## config.mk

```make
export PLATFORM = sky130hd
export DESIGN_NAME = text_to_unsigned_integer_parser_top
export DESIGN_NICKNAME = d
export VERILOG_FILES = /design/src/rtl/core/ttui_pkg.sv /design/src/rtl/core/text_to_unsigned_integer_parser_top.sv /design/src/rtl/core/ttui_digit.sv
export SDC_FILE = /design/constraint.sdc
export NUM_CORES = 1
export LEC_CHECK = 0
export BUFFER_PORTS_ARGS = -buffer_cell sky130_fd_sc_hd__buf_2
export CELL_PAD_IN_SITES_DETAIL_PLACEMENT = 1
export CELL_PAD_IN_SITES_GLOBAL_PLACEMENT = 1
export CORE_UTILIZATION = 50
export DETAILED_ROUTE_END_ITERATION = 16
export GPL_ROUTABILITY_DRIVEN = 0
export PLACE_DENSITY_LB_ADDON = 0.1
export RECOVER_POWER = 50
export SLEW_MARGIN = 20
export SYNTH_ARGS = -nofsm -noshare
export SYNTH_HDL_FRONTEND = slang
export SYNTH_SLANG_ARGS = --single-unit
```

## constraint.sdc

```tcl
create_clock -name clk -period 9.4 [get_ports clk]
set_input_delay 0.94 -clock clk [delete_from_list [all_inputs] [get_ports clk]]
set_output_delay 0.94 -clock clk [all_outputs]
set_load 0.02 [all_outputs]
```

## src/rtl/core/ttui_pkg.sv

```systemverilog
`timescale 1ns / 1ps
// ----------------------------------------------------------------------------
// ttui_pkg: shared types and constants of the text to unsigned integer parser
// Beat payloads, parse phases, digit status codes and character codes.
// ----------------------------------------------------------------------------
package ttui_pkg;

  localparam int VALUE_BITS    = 32;
  localparam int POSITION_BITS = 16;
  localparam int BASE_BITS     = 6;
  localparam int CH_BITS       = 8;
  localparam int DIGIT_BITS    = 7;
  localparam int PROD_BITS     = VALUE_BITS + BASE_BITS + 1;

  localparam logic [CH_BITS-1:0] CH_SPACE = 8'd32;
  localparam logic [CH_BITS-1:0] CH_TAB   = 8'd9;
  localparam logic [CH_BITS-1:0] CH_CR    = 8'd13;
  localparam logic [CH_BITS-1:0] CH_PLUS  = 8'd43;
  localparam logic [CH_BITS-1:0] CH_MINUS = 8'd45;
  localparam logic [CH_BITS-1:0] CH_ZERO  = 8'd48;
  localparam logic [CH_BITS-1:0] CH_NINE  = 8'd57;
  localparam logic [CH_BITS-1:0] CH_UPPER_A = 8'd65;
  localparam logic [CH_BITS-1:0] CH_UPPER_Z = 8'd90;
  localparam logic [CH_BITS-1:0] CH_LOWER_A = 8'd97;
  localparam logic [CH_BITS-1:0] CH_LOWER_Z = 8'd122;
  localparam logic [CH_BITS-1:0] CH_UPPER_X = 8'd88;
  localparam logic [CH_BITS-1:0] CH_LOWER_X = 8'd120;

  localparam logic [BASE_BITS-1:0] BASE_AUTO = 6'd0;
  localparam logic [BASE_BITS-1:0] BASE_OCT  = 6'd8;
  localparam logic [BASE_BITS-1:0] BASE_DEC  = 6'd10;
  localparam logic [BASE_BITS-1:0] BASE_HEX  = 6'd16;

  localparam logic [DIGIT_BITS-1:0] DIGIT_NONE = 7'd99;

  typedef enum logic [2:0] {
    PH_IDLE   = 3'd0,
    PH_SPACE  = 3'd1,
    PH_SIGNED = 3'd2,
    PH_ZERO   = 3'd3,
    PH_DIGITS = 3'd4
  } phase_t;

  typedef enum logic [1:0] {
    DS_NONE   = 2'd0,
    DS_DIGITS = 2'd1,
    DS_OVF    = 2'd2
  } dstat_t;

  typedef struct packed {
    logic [CH_BITS-1:0] ch;
    logic               start_req;
  } in_beat_t;

  typedef struct packed {
    logic [VALUE_BITS-1:0]    value;
    logic [POSITION_BITS-1:0] end_offset;
    logic                     converted;
    logic                     overflowed;
  } out_beat_t;

  typedef struct packed {
    logic                  accept;
    logic                  overflow;
    logic [VALUE_BITS-1:0] acc;
  } digit_res_t;

endpackage

```

## src/rtl/core/text_to_unsigned_integer_parser_top.sv

```systemverilog
`timescale 1ns / 1ps
// ----------------------------------------------------------------------------
// text_to_unsigned_integer_parser_top: streaming text to unsigned integer
// One character per beat; a start mark opens a new string. Emits one result
// beat (value, end offset, flags) on the first character that ends a number.
// ----------------------------------------------------------------------------
// The block takes one character beat in every clock cycle unless a waiting
// result stalls it. A beat is held in an input register; when it advances,
// the per-character update (one 32 x 6 bit multiply-add with overflow test,
// plus phase logic) writes the parse state and, when the string ends, the
// result register, from which the result beat is offered.
// A waiting result stalls input only while out_ready is low. Write
// number_base only while no string is being parsed.
module text_to_unsigned_integer_parser_top
  import ttui_pkg::*;
(
  input  logic                 clk,
  input  logic                 rst,
  input  logic                 cfg_wr_en,
  input  logic [BASE_BITS-1:0] cfg_wr_data,
  input  logic                 in_valid,
  output logic                 in_ready,
  input  in_beat_t             in_data,
  output logic                 out_valid,
  input  logic                 out_ready,
  output out_beat_t            out_data
);

  localparam logic [POSITION_BITS-1:0] POS_MAX = '1;

  logic [BASE_BITS-1:0]     number_base;
  logic                     q_valid;
  in_beat_t                 q_beat;
  logic                     adv;

  phase_t                   phase, phase_next, phase_eff;
  logic [VALUE_BITS-1:0]    acc, acc_next, acc_eff;
  dstat_t                   status, status_next, status_eff;
  logic                     neg, neg_next, neg_eff;
  logic [BASE_BITS-1:0]     abase, abase_next, abase_eff;
  logic [POSITION_BITS-1:0] pos, pos_next, pos_eff;

  logic                     live, is_space, is_minus, is_plus, is_zero, is_x;
  logic                     auto_base, zero_prefix, first, first_zero, take, emit;
  logic [BASE_BITS-1:0]     dig_base;
  digit_res_t               dig;
  out_beat_t                res_next;

  assign adv      = q_valid && (!out_valid || out_ready);
  assign in_ready = !q_valid || adv;

  always_ff @(posedge clk) begin
    if (rst) begin
      number_base <= BASE_AUTO;
    end else if (cfg_wr_en) begin
      number_base <= cfg_wr_data;
    end
  end

  // hold the accepted beat
  always_ff @(posedge clk) begin
    if (rst) begin
      q_valid <= 1'b0;
    end else if (in_ready) begin
      q_valid <= in_valid;
    end
  end

  always_ff @(posedge clk) begin
    if (in_valid && in_ready) begin
      q_beat <= in_data;
    end
  end

  // state as seen by this character
  always_comb begin
    live       = q_beat.start_req || (phase != PH_IDLE);
    phase_eff  = q_beat.start_req ? PH_SPACE : phase;
    acc_eff    = q_beat.start_req ? '0 : acc;
    status_eff = q_beat.start_req ? DS_NONE : status;
    neg_eff    = q_beat.start_req ? 1'b0 : neg;
    abase_eff  = q_beat.start_req ? BASE_AUTO : abase;
    if (q_beat.start_req) begin
      pos_eff = '0;
    end else if (pos == POS_MAX) begin
      pos_eff = pos;
    end else begin
      pos_eff = pos + 1'b1;
    end
  end

  always_comb begin
    is_space    = (q_beat.ch == CH_SPACE) || (q_beat.ch inside {[CH_TAB:CH_CR]});
    is_minus    = q_beat.ch == CH_MINUS;
    is_plus     = q_beat.ch == CH_PLUS;
    is_zero     = q_beat.ch == CH_ZERO;
    is_x        = (q_beat.ch == CH_LOWER_X) || (q_beat.ch == CH_UPPER_X);
    auto_base   = number_base == BASE_AUTO;
    zero_prefix = auto_base || (number_base == BASE_HEX);
    first       = (phase_eff == PH_SIGNED)
               || ((phase_eff == PH_SPACE) && !is_space && !is_minus && !is_plus);
    first_zero  = first && zero_prefix && is_zero;
    if (first) begin
      dig_base = auto_base ? BASE_DEC : number_base;
    end else begin
      dig_base = (abase_eff == BASE_AUTO) ? BASE_DEC : abase_eff;
    end
    take = live && ((first && !first_zero)
                 || ((phase_eff == PH_ZERO) && !is_x)
                 || (phase_eff == PH_DIGITS));
  end

  ttui_digit u_digit (
    .ch   (q_beat.ch),
    .base (dig_base),
    .acc  (acc_eff),
    .res  (dig)
  );

  assign emit = take && !dig.accept;

  // next phase
  always_comb begin
    phase_next = phase;
    if (adv && live) begin
      case (phase_eff)
        PH_SPACE: begin
          if (is_space) begin
            phase_next = PH_SPACE;
          end else if (is_minus || is_plus) begin
            phase_next = PH_SIGNED;
          end else if (first_zero) begin
            phase_next = PH_ZERO;
          end else begin
            phase_next = PH_DIGITS;
          end
        end
        PH_SIGNED: begin
          phase_next = first_zero ? PH_ZERO : PH_DIGITS;
        end
        PH_ZERO:   phase_next = PH_DIGITS;
        PH_DIGITS: phase_next = PH_DIGITS;
        default:   phase_next = PH_IDLE;
      endcase
      if (emit) begin
        phase_next = PH_IDLE;
      end
    end
  end

  // next parse data
  always_comb begin
    acc_next    = acc;
    status_next = status;
    neg_next    = neg;
    abase_next  = abase;
    pos_next    = pos;
    if (adv && live) begin
      acc_next    = acc_eff;
      status_next = status_eff;
      neg_next    = neg_eff;
      abase_next  = abase_eff;
      pos_next    = pos_eff;
      if ((phase_eff == PH_SPACE) && is_minus) begin
        neg_next = 1'b1;
      end
      if (first_zero) begin
        abase_next  = auto_base ? BASE_OCT : BASE_HEX;
        acc_next    = '0;
        status_next = DS_DIGITS;
      end else if (first) begin
        abase_next = auto_base ? BASE_DEC : number_base;
      end
      if ((phase_eff == PH_ZERO) && is_x) begin
        abase_next  = BASE_HEX;
        acc_next    = '0;
        status_next = DS_NONE;
      end
      if (take && dig.accept && (status_eff != DS_OVF)) begin
        if (dig.overflow) begin
          status_next = DS_OVF;
          acc_next    = '1;
        end else begin
          status_next = DS_DIGITS;
          acc_next    = dig.acc;
        end
      end
    end
  end

  always_ff @(posedge clk) begin
    if (rst) begin
      phase  <= PH_IDLE;
      status <= DS_NONE;
    end else begin
      phase  <= phase_next;
      status <= status_next;
    end
  end

  always_ff @(posedge clk) begin
    acc   <= acc_next;
    neg   <= neg_next;
    abase <= abase_next;
    pos   <= pos_next;
  end

  always_comb begin
    res_next.value      = (neg_eff && (status_eff == DS_DIGITS)) ? (~acc_eff + 1'b1) : acc_eff;
    res_next.end_offset = (status_eff != DS_NONE) ? pos_eff : '0;
    res_next.converted  = status_eff != DS_NONE;
    res_next.overflowed = status_eff == DS_OVF;
  end

  // hold the result beat until taken
  always_ff @(posedge clk) begin
    if (rst) begin
      out_valid <= 1'b0;
    end else if (adv && live && emit) begin
      out_valid <= 1'b1;
    end else if (out_ready) begin
      out_valid <= 1'b0;
    end
  end

  always_ff @(posedge clk) begin
    if (adv && live && emit) begin
      out_data <= res_next;
    end
  end

`ifndef NO_ASSERTIONS
  a_new_result_from_beat: assert property (@(posedge clk) disable iff (rst)
    $rose(out_valid) |-> $past(adv))
    else $error("result beat appeared without a processed character");

  a_idle_after_emit: assert property (@(posedge clk) disable iff (rst)
    (adv && live && emit) |=> (phase == PH_IDLE))
    else $error("parser not idle after a result");

  a_ovf_saturates: assert property (@(posedge clk) disable iff (rst)
    (out_valid && out_data.overflowed) |->
      (out_data.converted && (out_data.value == '1)))
    else $error("overflowed result not saturated");

  a_empty_result: assert property (@(posedge clk) disable iff (rst)
    (out_valid && !out_data.converted) |->
      ((out_data.end_offset == '0) && (out_data.value == '0)))
    else $error("unconverted result carries data");
`endif

endmodule

```

## src/rtl/core/ttui_digit.sv

```systemverilog
`timescale 1ns / 1ps
// ----------------------------------------------------------------------------
// ttui_digit: digit decode and multiply-accumulate
// Decodes one character as a digit, checks it against the base and forms
// acc * base + digit with an overflow flag.
// ----------------------------------------------------------------------------
module ttui_digit
  import ttui_pkg::*;
(
  input  logic [CH_BITS-1:0]    ch,
  input  logic [BASE_BITS-1:0]  base,
  input  logic [VALUE_BITS-1:0] acc,
  output digit_res_t            res
);

  logic [DIGIT_BITS-1:0] dval;
  logic [PROD_BITS-1:0]  prod;

  always_comb begin
    if (ch >= CH_ZERO && ch <= CH_NINE) begin
      dval = DIGIT_BITS'(ch - CH_ZERO);
    end else if (ch >= CH_UPPER_A && ch <= CH_UPPER_Z) begin
      dval = DIGIT_BITS'(ch - CH_UPPER_A + 8'd10);
    end else if (ch >= CH_LOWER_A && ch <= CH_LOWER_Z) begin
      dval = DIGIT_BITS'(ch - CH_LOWER_A + 8'd10);
    end else begin
      dval = DIGIT_NONE;
    end
  end

  always_comb begin
    prod         = PROD_BITS'(acc) * PROD_BITS'(base) + PROD_BITS'(dval);
    res.accept   = dval < {1'b0, base};
    res.overflow = |prod[PROD_BITS-1:VALUE_BITS];
    res.acc      = prod[VALUE_BITS-1:0];
  end

endmodule

```

==> impl_metrics.env <==
export IMPL_crit_path_end_kind="flip-flop"
export IMPL_tightest_slew_ns=3.76
export IMPL_overflow=0
export IMPL_cts_hold_buf=0
export IMPL_ir_worst_vdd_mv=0.123
export IMPL_grt_max_degree=60
export IMPL_die_h_um=164
export IMPL_yosysTopAreaCellShare_pct=26.0
export IMPL_synth_xor_area_share_pct=4.86
export IMPL_hold_path_class="reg2reg"
export IMPL_cts_max_level=4
export IMPL_clock_sink_count=127
export IMPL_switching_power_uw=775
export IMPL_layout_commonest_cell="nor2_1"
export IMPL_grt_pass1_vias=11900
export IMPL_ys_top_cells_by_area="edfxtp_1 (26%), fa_1 (19%), ha_1 (9.6%)"
export IMPL_portBuffers=71
export IMPL_wirelength_mm=41.0
export IMPL_clkTransAtPathRegs_ns=0.07
export IMPL_start_util_pct=51.6
export IMPL_via_count=11100
export IMPL_synthAdderAreaFrac_pct=28.7
export IMPL_cts_max_path_buffers=2
export IMPL_synth_top_family_by_area="adder cells"
export IMPL_antenna_found_initial=0
export IMPL_drv_slew=60
export IMPL_status="complete, but fails checks"
export IMPL_synth_seq_cells=127
export IMPL_power_density_nw_per_um2=140
export IMPL_cts_resized=0
export IMPL_rsz0062_at_grt="no"
export IMPL_period_share_pct=95.2
export IMPL_synthFlopType="edfxtp_1"
export IMPL_clock_skew_ns=0.0216
export IMPL_max_stage_delay_ns=0.62
export IMPL_finalHoldViolations=0
export IMPL_setup_viol=0
export IMPL_fin_nets=1690
export IMPL_cts_setup_buffers=0
export IMPL_netlist_instances=1408
export IMPL_path_class="reg2reg"
export IMPL_max_freq_ghz=0.112
export IMPL_pin_count=72
export IMPL_power_share_sequential_pct=32.6
export IMPL_fin_tns_setup_ns=0
export IMPL_syn_avg_cell_area_um2=9.34
export IMPL_critPathArrivalTime_ns=9.14
export IMPL_final_cell_mix="nor2_1 (264), fa_1 (125), edfxtp_1 (114)"
export IMPL_synth_compound_area_share_pct=13.8
export IMPL_cts_tree="built"
export IMPL_wl_per_cell_um=22.9
export IMPL_netlist_area_um2=13100
export IMPL_cts_made_buffers=17
export IMPL_p_comb_share_pct=34.1
export IMPL_drive_gt1_share_pct=6.73
export IMPL_synth_edf_count=114
export IMPL_slowest_stage="a21oi_4"
export IMPL_dr_pass1_iters=5
export IMPL_final_min_clock_period_ns=8.95
export IMPL_synth_top_area_cell="edfxtp_1"
export IMPL_violations="max-capacitance violations, max-slew violations"
export IMPL_yosysSeqAreaShare_pct=28.0
export IMPL_antenna_cells=0
export IMPL_grt_pass1_wl_mm=66.0
export IMPL_rows=58
export IMPL_timing_slew_headroom_pct=-151
export IMPL_dp_hpwl_mm=30.5
export IMPL_power_leakage_nw=6.17
export IMPL_yosysUniqueCellTypes=78
export IMPL_viasPerCell=6.20
export IMPL_drc=0
export IMPL_ant_nets=0
export IMPL_area_delta_synth_final_pct=9.00
export IMPL_start_kind="flip-flop"
export IMPL_intPower_mw=1.23
export IMPL_power_frac_clock_pct=33.3
export IMPL_cap_viol_max_count=1
export IMPL_clk_latency_ns=0.45
export IMPL_fp_dieArea_um2=26900
export IMPL_grt_use_total_pct=32.1
export IMPL_yosys_area_share_simple_pct=19.1
export IMPL_core_area_um2=25500
export IMPL_yosys_warnings=0
export IMPL_cts_root_buf="clkbuf_16"
export IMPL_drt_initial_drc_count=1085
export IMPL_synthArstFlopShare_pct=0
export IMPL_crit_fanout=33
export IMPL_syn_nets=1654
export IMPL_p_sw_share_pct=38.6
export IMPL_synthMuxAreaShare_pct=1.15
export IMPL_die_w_um=164
export IMPL_total_power_mw=2.01
export IMPL_required_ns=9.59
## routing by layer
layer | track usage, % | vias to the layer above | wire length [µm]
li1 | - | 4969 | -
met1 | 42.8 | 5702 | 17900
met2 | 54.6 | 345 | 20200
met3 | 3.28 | 70 | 1850
met4 | 10.4 | 0 | 949
met5 | 0 | - | 0
## cell usage after synthesis, types with 4 or more instances
master	instances
mux2i_1	14
and3_1	15
nor3b_1	4
nor2_1	264
xnor2_1	45
o31ai_1	5
buf_2	6
nand4_1	19
o21a_1	37
inv_1	73
o21bai_1	6
o21ai_1	5
clkbuf_1	59
nor4_1	7
a21o_1	17
nand3_1	29
edfxtp_1	114
a21oi_1	66
a31oi_1	17
nand2_1	97
fa_1	125
and2_1	14
o22ai_1	7
nor3_1	23
dfxtp_1	13
o211ai_1	8
or2_2	13
nand3b_1	4
a41oi_1	4
nor2b_1	10
ha_1	101
o21ai_0	66
xor2_1	28
nand2b_1	25
## registers in the layout, indices dropped and copies added (netlist names)
signal and flops:
out_data 50, phase 3, pos 16, acc 32, q_valid 1, status 2
neg 1, q_beat 9, abase 6, number_base 6, out_valid 1
## power by group through the flow
stage | Clock [mW] | Sequential (mW) | Combinational [mW]
final | 0.668 | 0.655 | 0.685
after global routing | 0.696 | 0.657 | 0.754
after CTS | 0.673 | 0.654 | 0.681
after detailed placement | 0 | 0.666 | 0.668
after global placement | 0 | 0.664 | 0.651
after floorplan | 0 | 0.662 | 0.476
## final timing paths
kind                            slack, ns      start  depth (start not counted)      end
worst max register to register       0.45  q_beat[5]                         28   acc[4]
worst min register to register       0.57    q_valid                          2  q_valid
worst min-delay path                 0.57    q_valid                          2  q_valid
worst max-delay path                 0.45  q_beat[5]                         28   acc[4]
## logic make-up (layout without fill, tap and decap cells)
group | after synthesis | after routing
compound gates | 279 | 279
mux | 15 | 15
simple gates | 543 | 543
flops | 127 | 127
fa+ha+maj | 226 | 226
buf+inv | 145 | 194
xor+xnor | 73 | 73
## per-stage QoR
stage	area (µm²)	instances	utilization (%)	worst slack, ns	hold WS (ns)
finish	14300	1787	56.3	0.450	0.571
global route	14300	1787	56.3	0.0288	0.594
CTS	14400	1787	56.6	0.536	0.565
detailed placement	13800	1755	54.3	0.553	0.556
global placement	13800	1755	54.3	0.846	0.535
floorplan	13100	1408	-	1.69	0.460
## worst max-delay path, delay by kind of cell, from the launching register on
family | cells | cell delay [ns]
compound gates | 8 | 2.15
xor+xnor | 1 | 0.13
simple gates | 8 | 2.31
fa+ha+maj | 6 | 2.59
flops | 1 | 0.47
buf+inv | 5 | 0.99
## layout make-up
type                       instances  area [µm²]
clock buffer                      17         425
clock inverter                    15         146
fill                            2929       11100
inverter                          73         275
multi-input combinational       1136        8970
sequential                       127        3680
tap                              330         413
timing repair buffer              89         417
No activity file was read; power rests on OpenSTA's default activity.
